**src/rtl/ciad_pkg.sv**
```systemverilog
// ----------------------------------------------------------------------------
// Context ID allocator package
// Shared constants, command codes, sequencer states and the control and
// status structs that pass between the top level and the idle table.
// ----------------------------------------------------------------------------
`default_nettype none

package ciad_pkg;

   localparam int FIRST_ID   = 1;
   localparam int ID_COUNT   = 15;
   localparam int ID_W       = 4;
   localparam int ID_LIMIT   = (1 << ID_W) - 1;
   localparam int ID_EXT_W   = ID_W + 1;
   localparam int SLOT_W     = (ID_COUNT > 1) ? $clog2(ID_COUNT) : 1;
   localparam int LAST_SLOT  = ID_COUNT - 1;
   localparam int CMD_W      = 2;
   localparam int TIME_W     = 32;
   localparam int DELAY_W    = 23;
   localparam int DELAY_MS_W = TIME_W + 1;
   localparam int MS_PER_S   = 1000;
   localparam int VER_W      = 8;
   localparam int REQ_DATA_W = 40;
   localparam int RSP_DATA_W = 24;
   localparam logic [DELAY_W-1:0] DELAY_RESET = DELAY_W'(172800);

   typedef enum logic [CMD_W-1:0] {
      CMD_ALLOC  = 2'd0,
      CMD_IN_USE = 2'd1,
      CMD_IDLE   = 2'd2,
      CMD_TICK   = 2'd3
   } command_type;

   typedef enum logic [1:0] {
      ST_IDLE,
      ST_SCAN,
      ST_CLOSE
   } state_type;

   typedef struct packed {
      logic              stamp_en;
      logic              clear_en;
      logic [SLOT_W-1:0] wr_slot;
      logic [TIME_W-1:0] stamp;
      logic [SLOT_W-1:0] rd_slot;
   } idle_ctrl_type;

   typedef struct packed {
      logic idle;
      logic expired;
   } idle_stat_type;

endpackage

`default_nettype wire

```
**src/rtl/ciad_idle_table.sv**
```systemverilog
// ----------------------------------------------------------------------------
// Idle timestamp table
// Holds the idle timestamp of each pool slot in a small memory with a valid
// bit per slot, and compares the slot under inspection against the delay.
// ----------------------------------------------------------------------------
`default_nettype none

module ciad_idle_table (
   input  wire logic                           clock,
   input  wire logic                           reset,
   input  wire ciad_pkg::idle_ctrl_type        ctrl,
   input  wire logic [ciad_pkg::TIME_W-1:0]     now_ms,
   input  wire logic [ciad_pkg::DELAY_MS_W-1:0] delay_ms,
   output ciad_pkg::idle_stat_type             stat
);

   logic [ciad_pkg::TIME_W-1:0] stamp_mem [ciad_pkg::ID_COUNT];
   logic [ciad_pkg::TIME_W-1:0] rd_data_ff;
   logic [ciad_pkg::SLOT_W-1:0] chk_slot_ff;
   logic [ciad_pkg::ID_COUNT-1:0] valid_ff;
   logic [ciad_pkg::ID_COUNT-1:0] valid_in;
   logic [ciad_pkg::TIME_W-1:0] elapsed;

   always_ff @(posedge clock) begin
      if (ctrl.stamp_en) begin
         stamp_mem[ctrl.wr_slot] <= ctrl.stamp;
      end
      rd_data_ff <= stamp_mem[ctrl.rd_slot];
   end

   always_comb begin
      valid_in = valid_ff;
      if (ctrl.stamp_en) begin
         valid_in[ctrl.wr_slot] = 1'b1;
      end
      if (ctrl.clear_en) begin
         valid_in[ctrl.wr_slot] = 1'b0;
      end
   end

   always_ff @(posedge clock) begin
      if (reset) begin
         valid_ff    <= '0;
         chk_slot_ff <= '0;
      end else begin
         valid_ff    <= valid_in;
         chk_slot_ff <= ctrl.rd_slot;
      end
   end

   // Elapsed time wraps modulo 2^32; the delay is one bit wider so that it
   // can exceed any elapsed time.
   assign elapsed      = now_ms - rd_data_ff;
   assign stat.idle    = valid_ff[chk_slot_ff];
   assign stat.expired = {1'b0, elapsed} >= delay_ms;

endmodule

`default_nettype wire

```
**src/rtl/context_id_allocator_with_reuse_delay.sv**
```systemverilog
// ----------------------------------------------------------------------------
// Context ID allocator with reuse delay
// Grants the lowest free context ID, stamps IDs as idle and frees idle IDs
// once the reuse delay has passed, bumping the version counters per free.
// ----------------------------------------------------------------------------
//
//  Channel  Direction  Handshake               Payload
//  req      in         req_tvalid/req_tready   req_tdata: command, id, now_ms
//  rsp      out        rsp_tvalid/rsp_tready   rsp_tdata, rsp_tuser, rsp_tlast
//  csr      in         csr_wr_en               csr_wr_data: reuse delay (s)
//
// Allocate, mark in use and mark idle each give one response.
// A tick scans one slot per cycle through the timestamp memory and the single
// expiry comparator, then closes.
// A freed-ID response waits for the output register, so a stall on rsp holds
// the scan. Reset is synchronous and clears the valid bits at once.
//
`default_nettype none

module context_id_allocator_with_reuse_delay (
   input  wire logic                             clock,
   input  wire logic                             reset,
   input  wire logic                             csr_wr_en,
   input  wire logic [ciad_pkg::DELAY_W-1:0]     csr_wr_data,
   input  wire logic                             req_tvalid,
   output logic                                  req_tready,
   // req_tdata from bit 0: command[1:0], context_id[5:2], now_ms[37:6], zeros
   input  wire logic [ciad_pkg::REQ_DATA_W-1:0]  req_tdata,
   output logic                                  rsp_tvalid,
   input  wire logic                             rsp_tready,
   // rsp_tdata from bit 0: status[0], result_id[4:1], ids_waiting[5],
   // data_version[13:6], stable_version[21:14], zeros
   output logic [ciad_pkg::RSP_DATA_W-1:0]       rsp_tdata,
   // rsp_tuser: freed
   output logic                                  rsp_tuser,
   output logic                                  rsp_tlast
);

   ciad_pkg::state_type                 state_ff, state_in;
   logic [ciad_pkg::SLOT_W-1:0]         slot_ff, slot_in;
   logic [ciad_pkg::ID_LIMIT:0]         in_use_ff, in_use_in;
   logic [ciad_pkg::VER_W-1:0]          data_version_ff, data_version_in;
   logic [ciad_pkg::VER_W-1:0]          stable_version_ff, stable_version_in;
   logic                                waiting_ff, waiting_in;
   logic [ciad_pkg::TIME_W-1:0]         now_ff, now_in;
   logic [ciad_pkg::DELAY_MS_W-1:0]     delay_ms_ff, delay_ms_in;
   logic [ciad_pkg::DELAY_W-1:0]        reuse_delay_ff;

   logic                                rsp_valid_ff, rsp_valid_in;
   logic                                rsp_status_ff, rsp_status_in;
   logic [ciad_pkg::ID_W-1:0]           rsp_id_ff, rsp_id_in;
   logic                                rsp_freed_ff, rsp_freed_in;
   logic                                rsp_waiting_ff, rsp_waiting_in;
   logic                                rsp_last_ff, rsp_last_in;

   ciad_pkg::command_type               req_command;
   logic [ciad_pkg::ID_W-1:0]           req_context_id;
   logic [ciad_pkg::TIME_W-1:0]         req_now_ms;

   logic                                out_free;
   logic                                alloc_found;
   logic [ciad_pkg::ID_W-1:0]           alloc_id;
   logic [ciad_pkg::ID_EXT_W-1:0]       cid_ext;
   logic [ciad_pkg::ID_EXT_W-1:0]       cid_off;
   logic                                cid_in_pool;
   logic [ciad_pkg::ID_EXT_W-1:0]       scan_id;
   logic                                scan_id_ok;
   logic                                last_slot;

   ciad_pkg::idle_ctrl_type             tbl_ctrl;
   ciad_pkg::idle_stat_type             tbl_stat;

   assign req_command    = ciad_pkg::command_type'(req_tdata[1:0]);
   assign req_context_id = req_tdata[5:2];
   assign req_now_ms     = req_tdata[37:6];

   assign out_free = !rsp_valid_ff || rsp_tready;

   // Lowest free ID within the pool; IDs that do not fit in four bits are
   // never granted.
   always_comb begin
      alloc_found = 1'b0;
      alloc_id    = '0;
      for (int i = 0; i < ciad_pkg::ID_COUNT; i++) begin
         if (!alloc_found && (ciad_pkg::FIRST_ID + i <= ciad_pkg::ID_LIMIT) &&
             !in_use_ff[ciad_pkg::ID_W'(ciad_pkg::FIRST_ID + i)]) begin
            alloc_found = 1'b1;
            alloc_id    = ciad_pkg::ID_W'(ciad_pkg::FIRST_ID + i);
         end
      end
   end

   assign cid_ext     = {1'b0, req_context_id};
   assign cid_off     = cid_ext - ciad_pkg::ID_EXT_W'(ciad_pkg::FIRST_ID);
   assign cid_in_pool = (cid_ext >= ciad_pkg::ID_EXT_W'(ciad_pkg::FIRST_ID)) &&
                        (cid_off < ciad_pkg::ID_EXT_W'(ciad_pkg::ID_COUNT));

   assign scan_id    = ciad_pkg::ID_EXT_W'(ciad_pkg::FIRST_ID) +
                       ciad_pkg::ID_EXT_W'(slot_ff);
   assign scan_id_ok = scan_id <= ciad_pkg::ID_EXT_W'(ciad_pkg::ID_LIMIT);
   assign last_slot  = slot_ff == ciad_pkg::SLOT_W'(ciad_pkg::LAST_SLOT);

   always_comb begin
      state_in          = state_ff;
      slot_in           = slot_ff;
      in_use_in         = in_use_ff;
      data_version_in   = data_version_ff;
      stable_version_in = stable_version_ff;
      waiting_in        = waiting_ff;
      now_in            = now_ff;
      delay_ms_in       = delay_ms_ff;

      rsp_valid_in      = rsp_valid_ff && !rsp_tready;
      rsp_status_in     = rsp_status_ff;
      rsp_id_in         = rsp_id_ff;
      rsp_freed_in      = rsp_freed_ff;
      rsp_waiting_in    = rsp_waiting_ff;
      rsp_last_in       = rsp_last_ff;

      req_tready        = 1'b0;
      tbl_ctrl.stamp_en = 1'b0;
      tbl_ctrl.clear_en = 1'b0;
      tbl_ctrl.wr_slot  = slot_ff;
      tbl_ctrl.stamp    = (req_now_ms == '0) ? ciad_pkg::TIME_W'(1) : req_now_ms;

      case (state_ff)
         ciad_pkg::ST_IDLE: begin
            req_tready       = out_free;
            tbl_ctrl.wr_slot = cid_off[ciad_pkg::SLOT_W-1:0];
            if (req_tvalid && out_free) begin
               rsp_status_in  = 1'b0;
               rsp_id_in      = '0;
               rsp_freed_in   = 1'b0;
               rsp_waiting_in = 1'b0;
               rsp_last_in    = 1'b1;
               case (req_command)
                  ciad_pkg::CMD_ALLOC: begin
                     rsp_valid_in = 1'b1;
                     if (alloc_found) begin
                        in_use_in[alloc_id] = 1'b1;
                        rsp_id_in           = alloc_id;
                     end else begin
                        rsp_status_in = 1'b1;
                     end
                  end
                  ciad_pkg::CMD_IN_USE: begin
                     rsp_valid_in      = 1'b1;
                     tbl_ctrl.clear_en = cid_in_pool;
                  end
                  ciad_pkg::CMD_IDLE: begin
                     rsp_valid_in      = 1'b1;
                     tbl_ctrl.stamp_en = cid_in_pool;
                  end
                  ciad_pkg::CMD_TICK: begin
                     now_in      = req_now_ms;
                     delay_ms_in = ciad_pkg::DELAY_MS_W'(reuse_delay_ff) *
                                   ciad_pkg::DELAY_MS_W'(ciad_pkg::MS_PER_S);
                     waiting_in  = 1'b0;
                     slot_in     = '0;
                     state_in    = ciad_pkg::ST_SCAN;
                  end
                  default: begin
                     rsp_valid_in = 1'b1;
                  end
               endcase
            end
         end
         ciad_pkg::ST_SCAN: begin
            if (tbl_stat.idle && tbl_stat.expired && scan_id_ok) begin
               // An expiring slot moves on only once its response can be
               // loaded into the output register.
               if (out_free) begin
                  in_use_in[scan_id[ciad_pkg::ID_W-1:0]] = 1'b0;
                  tbl_ctrl.clear_en = 1'b1;
                  data_version_in   = data_version_ff + 1'b1;
                  stable_version_in = stable_version_ff + 1'b1;
                  rsp_valid_in      = 1'b1;
                  rsp_status_in     = 1'b0;
                  rsp_id_in         = scan_id[ciad_pkg::ID_W-1:0];
                  rsp_freed_in      = 1'b1;
                  rsp_waiting_in    = 1'b0;
                  rsp_last_in       = 1'b0;
                  if (last_slot) begin
                     slot_in  = '0;
                     state_in = ciad_pkg::ST_CLOSE;
                  end else begin
                     slot_in = slot_ff + 1'b1;
                  end
               end
            end else begin
               waiting_in = waiting_ff || tbl_stat.idle;
               if (last_slot) begin
                  slot_in  = '0;
                  state_in = ciad_pkg::ST_CLOSE;
               end else begin
                  slot_in = slot_ff + 1'b1;
               end
            end
         end
         ciad_pkg::ST_CLOSE: begin
            if (out_free) begin
               rsp_valid_in   = 1'b1;
               rsp_status_in  = 1'b0;
               rsp_id_in      = '0;
               rsp_freed_in   = 1'b0;
               rsp_waiting_in = waiting_ff;
               rsp_last_in    = 1'b1;
               state_in       = ciad_pkg::ST_IDLE;
            end
         end
         default: begin
            state_in = ciad_pkg::ST_IDLE;
         end
      endcase

      tbl_ctrl.rd_slot = slot_in;
   end

   always_ff @(posedge clock) begin
      if (reset) begin
         state_ff          <= ciad_pkg::ST_IDLE;
         slot_ff           <= '0;
         in_use_ff         <= '0;
         data_version_ff   <= '0;
         stable_version_ff <= '0;
         waiting_ff        <= 1'b0;
         rsp_valid_ff      <= 1'b0;
         reuse_delay_ff    <= ciad_pkg::DELAY_RESET;
      end else begin
         state_ff          <= state_in;
         slot_ff           <= slot_in;
         in_use_ff         <= in_use_in;
         data_version_ff   <= data_version_in;
         stable_version_ff <= stable_version_in;
         waiting_ff        <= waiting_in;
         rsp_valid_ff      <= rsp_valid_in;
         if (csr_wr_en) begin
            reuse_delay_ff <= csr_wr_data;
         end
      end
   end

   always_ff @(posedge clock) begin
      now_ff         <= now_in;
      delay_ms_ff    <= delay_ms_in;
      rsp_status_ff  <= rsp_status_in;
      rsp_id_ff      <= rsp_id_in;
      rsp_freed_ff   <= rsp_freed_in;
      rsp_waiting_ff <= rsp_waiting_in;
      rsp_last_ff    <= rsp_last_in;
   end

   ciad_idle_table u_idle_table (
      .clock    (clock),
      .reset    (reset),
      .ctrl     (tbl_ctrl),
      .now_ms   (now_ff),
      .delay_ms (delay_ms_ff),
      .stat     (tbl_stat)
   );

   // The counters only change while the next response is loaded, so the held
   // response can show them directly.
   assign rsp_tvalid = rsp_valid_ff;
   assign rsp_tuser  = rsp_freed_ff;
   assign rsp_tlast  = rsp_last_ff;
   assign rsp_tdata  = {2'b00, stable_version_ff, data_version_ff, rsp_waiting_ff,
                        rsp_id_ff, rsp_status_ff};

   a_freed_not_last: assert property (@(posedge clock) disable iff (reset)
      rsp_valid_ff && rsp_freed_ff |-> !rsp_last_ff && !rsp_status_ff)
      else $error("freed response marked last or failed");

   a_versions_together: assert property (@(posedge clock) disable iff (reset)
      data_version_ff == stable_version_ff)
      else $error("version counters diverged");

   a_tick_starts_scan: assert property (@(posedge clock) disable iff (reset)
      req_tvalid && req_tready && (req_command == ciad_pkg::CMD_TICK)
      |=> state_ff == ciad_pkg::ST_SCAN && slot_ff == '0)
      else $error("tick did not start a scan at the first slot");

   a_free_bumps_version: assert property (@(posedge clock) disable iff (reset)
      (state_ff == ciad_pkg::ST_SCAN) && tbl_ctrl.clear_en
      |=> data_version_ff == ciad_pkg::VER_W'($past(data_version_ff) + 1'b1) &&
          rsp_valid_ff && rsp_freed_ff)
      else $error("freed slot did not bump the version");

   a_ready_when_idle: assert property (@(posedge clock) disable iff (reset)
      req_tready |-> state_ff == ciad_pkg::ST_IDLE && (!rsp_valid_ff || rsp_tready))
      else $error("request accepted while busy");

endmodule

`default_nettype wire
```
**config.mk**
```make
export PLATFORM = sky130hd
export DESIGN_NAME = context_id_allocator_with_reuse_delay
export DESIGN_NICKNAME = d
export VERILOG_FILES = /design/src/rtl/ciad_pkg.sv /design/src/rtl/ciad_idle_table.sv /design/src/rtl/context_id_allocator_with_reuse_delay.sv
export SDC_FILE = /design/constraint.sdc
export NUM_CORES = 1
export LEC_CHECK = 0
export ABC_AREA = 1
export BUFFER_PORTS_ARGS = -buffer_cell sky130_fd_sc_hd__buf_2
export CORE_MARGIN = 4
export CORE_UTILIZATION = 55
export CTS_BUF_LIST = sky130_fd_sc_hd__clkbuf_4 sky130_fd_sc_hd__clkbuf_8
export DETAILED_ROUTE_END_ITERATION = 6
export HOLD_SLACK_MARGIN = 0.12
export PLACE_DENSITY = 0.72
export SLEW_MARGIN = 20
export SYNTH_ARGS = -nofsm -noshare
export SYNTH_HDL_FRONTEND = slang
export SYNTH_SLANG_ARGS = --single-unit
```
**constraint.sdc**
```tcl
create_clock -name clock -period 8.9 [get_ports clock]
set_input_delay 0.445 -clock clock [delete_from_list [all_inputs] [get_ports clock]]
set_output_delay 0.445 -clock clock [all_outputs]
set_load 0.05 [all_outputs]
```
==> impl_metrics.ini, run 1 <==
[finish]
most_frequent_standard_cell_in_the_layout_excluding_fill_and_tap_cells = inv_1
area_growth_syn_to_layout_pct = 10.7
post_route_cells_drive_above_1_share = 0.0961
count_of_nets_after_finishing = 3789
most-common-layout-cells = inv_1 (632), edfxtp_1 (550), nand2_1 (501), nand3_1 (463), nand4_1 (232)
fill_cells = 4822

[global_routing]
wire_length_of_the_first_global_routing_pass_um = 132000
overflow = 0
globalRouteTotalUtil = 0.252
antenna_violations_before_repair = 3
largest_net_degree_at_the_start_of_global_routing = 168
grt_pass1_vias = 24560

[yosys]
synthDominantAreaCellType = edfxtp_1
async_flop_share = 0
synthesis.instances = 3418
syn-mean-instance-area_um2 = 9.84
top_post_synthesis_cells_by_area = edfxtp_1 (49%), inv_1 (7.1%), nand3_1 (6.9%), dfxtp_1 (6.0%), nand2_1 (5.6%)
synth_seq_cells = 651
synth-main-ff-cell = edfxtp_1
synth.distinct_cells = 50
synth_edf_count = 550
ys.warnings.count = 0
ys_seq_area_frac = 0.551
synthesis.area_um2 = 33600
synth_top_cell_area_share = 0.491

[sta]
setup-tns-final_ps = 0
maxClockFrequency_mhz = 141
finalCritPeriodShare = 0.795
grt_setup_unrepaired = false
clock_skew_ps = 24.4
setup_violations = 0
final_period_minus_worst_setup_slack_ps = 7070
slew_violations = 0
slew-limit-headroom = 0.252
hold_viol_final = 0
actual_slew_at_the_worst_max_slew_pin_ps = 1120

[floorplan]
rows = 90
core_region_um2 = 60500
fp.dieArea_um2 = 65200
fp.dieW_um = 255
dieHeight_um = 255
floorplan.initialDensity = 0.556
ios = 96

[cts]
clock_sinks = 651
cts_root_buffer = clkbuf_8
ctsHoldBuffers = 45
tritoncts = built
cts-root-to-sink-buffers = 3
clkSlewWorstSetupHoldPaths_ps = 60
htreeDepth = 3
cts_made_buffers = 104
post_cts_resized = 0
clk-insertion-delay-late_ps = 710
post-cts-setup-buffers = 0

[drt]
wl_um = 83600
post-route-drc-count = 0
first_iter_violations = 2416
detail_route.first_pass.iterations = 5
detail_route.vias_per_cell = 5.68
wl_per_cell_um = 19.1
drtAntennaViolNets = 0
vias = 24836

[power_and_ir_drop]
total_leakage_power_nw = 16.1
power-per-cell-area_nw_per_um2 = 286
totalPowerFinal_mw = 10.6
vdd_drop_max_v = 0.000173

[worst_setup_path]
path_buf_inv = 2
cpMostUsedCell = nand2_1
cp_top_family = simple AND/OR/NAND/NOR gates
path_class = reg2reg
critPathMaxFanout = 88
worst_path_required_ps = 9490
critPathCaptureType = flop
crit_path_top_delay_cell = buf_4
timing.critical_path.slowest_cell_delay_ps = 880
critPathArrivalTime_ps = 7670
critPathLaunchType = flop

[place]
dpl.hpwl_um = 47400
place.port_buffers = 91
place.gp.congestion = 0.931

[job]
max_cap_violations = 0

[worst_hold_path]
timing.hold.worst.class = in2reg

[outcome]
outcome = finished clean
[report_power, final]
group	switching (mW)	internal, mW
registers	0.0969	3.59
clock network	1.16	1.41
logic	2.88	1.51
total	4.14	6.51
[synthesized netlist by cell type, types with 3 or more instances]
cell type and number:
edfxtp_1 550, nor3_1 35, inv_1 635, o21bai_1 4
fa_1 82, o22ai_1 3, nand3_1 463, a221oi_1 3
nand4_1 232, a31oi_1 19, a21oi_1 119, ha_1 140
xnor2_1 21, buf_1 21, o211ai_1 4, xor2_1 37
o21ai_0 87, dfxtp_1 101, o221ai_1 3, nand2_1 505
o21a_1 6, clkbuf_1 117, buf_4 7, buf_2 55
nor4_1 15, nor2_2 3, nor2_1 114, and3_1 5
[cells by family after synthesis]
group | count (synthesis) | synth area share
AND/OR/NAND/NOR | 1384 | 0.193
other | 1 | 0.000111
AO/OA/AOI/OAI | 262 | 0.0427
flip-flops | 651 | 0.551
XOR/XNOR | 58 | 0.0151
adder cells (fa/ha/maj) | 222 | 0.101
buffers and inverters | 840 | 0.0968
[layer usage]
layer	GRT usage	vias up	part of all wire
li1	-	11705	-
met1	0.334	11841	0.41
met2	0.420	1091	0.48
met3	0.0427	199	0.084
met4	0.0956	0	0.033
met5	0	-	0
[layout make-up]
class | count | area [um^2] | share of cell area
multi-input combinational | 1928 | 12000 | 0.322
timing repair buffer | 175 | 1210 | 0.0325
tap | 782 | 978 | 0.0263
antenna | 4 | 10.0 | 0.000269
clock inverter | 27 | 139 | 0.00373
inverter | 639 | 2400 | 0.0645
sequential | 651 | 18500 | 0.498
clock buffer | 169 | 1980 | 0.0532
[registers in the layout, indices dropped and copies added (netlist names)]
signal,flops
u_idle_table.stamp_mem,480
rsp_tuser,1
data_version_ff,8
rsp_id_ff,4
delay_ms_ff,30
waiting_ff,1
u_idle_table.chk_slot_ff,4
now_ff,32
stable_version_ff,8
u_idle_table.valid_ff,15
rsp_tlast,1
u_idle_table.rd_data_ff,32
rsp_tvalid,1
reuse_delay_ff,23
state_ff,2
rsp_waiting_ff,1
in_use_ff,7
rsp_status_ff,1
[worst paths after layout]
kind	end	cells after the start	slack [ps]	from
setup / recovery	u_idle_table.rd_data_ff[31]$_DFF_P_	33	1830	now_ff[1]$_DFFE_PP_
hold / removal	now_ff[15]$_DFFE_PP_	1	170	req_tdata[21]
setup reg to reg	u_idle_table.rd_data_ff[31]$_DFF_P_	33	1830	now_ff[1]$_DFFE_PP_
hold reg to reg	in_use_ff[5]$_SDFFE_PP0P_	2	480	in_use_ff[5]$_SDFFE_PP0P_
[stage by stage]
step           setup WS (ps)  utilization  cells  instance area (um^2)  hold WS (ps)
2_1_floorplan           1230            -   3419                 33600           453
3_3_place_gp            2110        0.573   4130                 34600           469
3_5_place_dp            2010        0.573   4130                 34600           472
4_1_cts                 1970        0.616   4371                 37200           120
5_1_grt                 1200        0.616   4374                 37200           130
6_report                1830        0.616   4375                 37200           171
Power figures use the tool's default switching activity.
==> run 2, diff against run 1 <==
--- a/config.mk
+++ b/config.mk
@@ -12,7 +12,7 @@
 export CTS_BUF_LIST = sky130_fd_sc_hd__clkbuf_4 sky130_fd_sc_hd__clkbuf_8
 export DETAILED_ROUTE_END_ITERATION = 6
 export HOLD_SLACK_MARGIN = 0.12
-export PLACE_DENSITY = 0.72
+export PLACE_DENSITY = 0.75
 export SLEW_MARGIN = 20
 export SYNTH_ARGS = -nofsm -noshare
 export SYNTH_HDL_FRONTEND = slang
==> constraint.sdc (replaced) <==
create_clock -name clock -period 6 [get_ports clock]
set_input_delay 0.3 -clock clock [delete_from_list [all_inputs] [get_ports clock]]
set_output_delay 0.3 -clock clock [all_outputs]
set_load 0.05 [all_outputs]
==> run 2 against run 1 <==
The run now ends with DRC left. Sequential share of layout area shrank 0.98 points. Via count up 0.67%. Maximum frequency rose by 27%. Die area is the same. Register-to-register slack got worse by 1400 ps. Non-clock buffer count rose by 41. Critical path depth up 2. Final area is 2.0% higher. Cell count is 0.91% higher. Sequential power increased by 48%. Largest cell class unchanged.
==> impl_metrics.ini, run 2 (synthesis gave the netlist of run 1 again) <==
[finish]
most-common-layout-cells = inv_1 (632), edfxtp_1 (550), nand2_1 (501), nand3_1 (463), nand4_1 (232)
area_growth_syn_to_layout_pct = 12.9
most_frequent_standard_cell_in_the_layout_excluding_fill_and_tap_cells = inv_1
largestRegisters = u_idle_table.stamp_mem: 480 flops, now_ff: 32 flops, u_idle_table.rd_data_ff: 32 flops
post_route_cells_drive_above_1_share = 0.0976
largest_register_ff_count = 480
count_of_nets_after_finishing = 3830
top_register = u_idle_table.stamp_mem

[worst_setup_path]
timing.critical_path.slowest_cell_delay_ps = 370
critPathMaxFanout = 70
path_class = reg2reg
critPathArrivalTime_ps = 6160
cpMostUsedCell = nand2_1
path_buf_inv = 4
critPathLaunchType = flop
critPathCaptureType = flop
crit_path_top_delay_cell = edfxtp_1
cp_top_family = simple AND/OR/NAND/NOR gates
worst_path_required_ps = 6590

[global_routing]
antenna_violations_before_repair = 5
wire_length_of_the_first_global_routing_pass_um = 131000
grt_pass1_vias = 24727
largest_net_degree_at_the_start_of_global_routing = 165
overflow = 0
globalRouteTotalUtil = 0.251

[floorplan]
core_region_um2 = 60500
fp.dieW_um = 255
ios = 96
rows = 90
dieHeight_um = 255
fp.dieArea_um2 = 65200
floorplan.initialDensity = 0.556

[outcome]
failing_checks = DRC
outcome = finished with violations

[cts]
cts-root-to-sink-buffers = 3
clock_sinks = 651
clk-insertion-delay-late_ps = 700
cts_root_buffer = clkbuf_8
post-cts-setup-buffers = 0
clkSlewWorstSetupHoldPaths_ps = 60
tritoncts = built
cts_made_buffers = 104
htreeDepth = 3

[power_and_ir_drop]
totalPowerFinal_mw = 16.1
switching_share = 0.385
netSwitchingPower_mw = 6.22
total_leakage_power_nw = 16.5
power.share.clock = 0.248
vdd_drop_max_v = 0.000404
power-per-cell-area_nw_per_um2 = 425
internal-power_mw = 9.92
part_of_the_power_in_registers = 0.339
combinationalPowerShare = 0.413

[place]
dpl.hpwl_um = 47300
post-place-ws_ps = 433
place.gp.congestion = 0.889
place.port_buffers = 91

[sta]
hold_viol_final = 0
final_period_minus_worst_setup_slack_ps = 5570
clock_skew_ps = 22.8
setup-tns-final_ps = 0
finalCritPeriodShare = 0.928
grt_setup_unrepaired = false
whs_ps = 184
actual_slew_at_the_worst_max_slew_pin_ps = 1160
setup_violations = 0
final.setup.worst_slack_ps = 433
slew-limit-headroom = 0.220
maxClockFrequency_mhz = 180
slew_violations = 0

[job]
max_cap_violations = 0

[worst_hold_path]
timing.hold.worst.class = in2reg

[drt]
drtAntennaViolNets = 0
vias = 25003
first_iter_violations = 2523
wl_um = 83900
post-route-drc-count = 1
wl_per_cell_um = 19.0
detail_route.first_pass.iterations = 7
detail_route.vias_per_cell = 5.66
[run 2: cell types whose count changed in the layout (fill, tap and decap cells not counted), moves of 3 or more]
cell           delta
dlygate4sd3_1    +35
buf_12           +15
buf_4            -11
clkbuf_4          -7
clkinv_1          -5
bufinv_16         +4
clkbuf_8          +3
clkinv_2          +3
[run 2: timing repair]
item | 4_1_cts | 5_1_grt
resized for setup | 0 | 4
endpoints found under the setup margin | 0 | 26
hold endpoints to repair | 555 | 0
hold buffers | 80 | 0
[run 2: final cells by class]
type                       count  area, um^2
sequential                   651       18500
clock inverter                29         254
clock buffer                 165        1970
multi-input combinational   1928       12000
tap                          782         978
inverter                     639        2400
antenna                        5        12.5
fill                        4665       22500
timing repair buffer         216        1820
[run 2: final timing paths]
path / from / to / slack [ps] / cells past startpoint
hold / removal: req_tdata[0] / in_use_ff[5]$_SDFFE_PP0P_ / 180 / 6
setup / recovery: now_ff[1]$_DFFE_PP_ / u_idle_table.rd_data_ff[12]$_DFF_P_ / 430 / 35
hold reg to reg: in_use_ff[5]$_SDFFE_PP0P_ / in_use_ff[5]$_SDFFE_PP0P_ / 480 / 2
setup reg to reg: now_ff[1]$_DFFE_PP_ / u_idle_table.rd_data_ff[12]$_DFF_P_ / 430 / 35
[run 2: power by group through the flow]
stage / clock (mW) / combinational [mW] / sequential, mW
after global placement: 0 / 6.32 / 5.55
after floorplan: 0 / 4.87 / 5.58
after CTS: 4.05 / 6.57 / 5.47
final: 4.01 / 6.66 / 5.47
after detailed placement: 0 / 6.49 / 5.56
after global routing: 4.27 / 7.48 / 5.49
[run 2: tightest hold or removal path, stage by stage]
cell and delay, ps:
buf_2 110, nor2_1 50, a21oi_1 140, nor3_1 100
nand3_1 80, a21oi_1 60
[run 2: metrics by stage]
stage,utilization,cell area (um^2),instances
final,0.628,38000,4415
after detailed placement,0.577,34900,4136
after floorplan,-,33700,3419
after global routing,0.628,38000,4415
after CTS,0.627,37900,4410
after global placement,0.577,34900,4136
[run 2: metal layers]
| layer | up-vias | global-route usage | routed length (um) |
|---|---|---|---|
| met2 | 1091 | 0.429 | 40900 |
| met4 | 0 | 0.0961 | 2680 |
| li1 | 11791 | - | - |
| met5 | - | 0 | 0 |
| met1 | 11921 | 0.324 | 33400 |
| met3 | 200 | 0.0413 | 6930 |
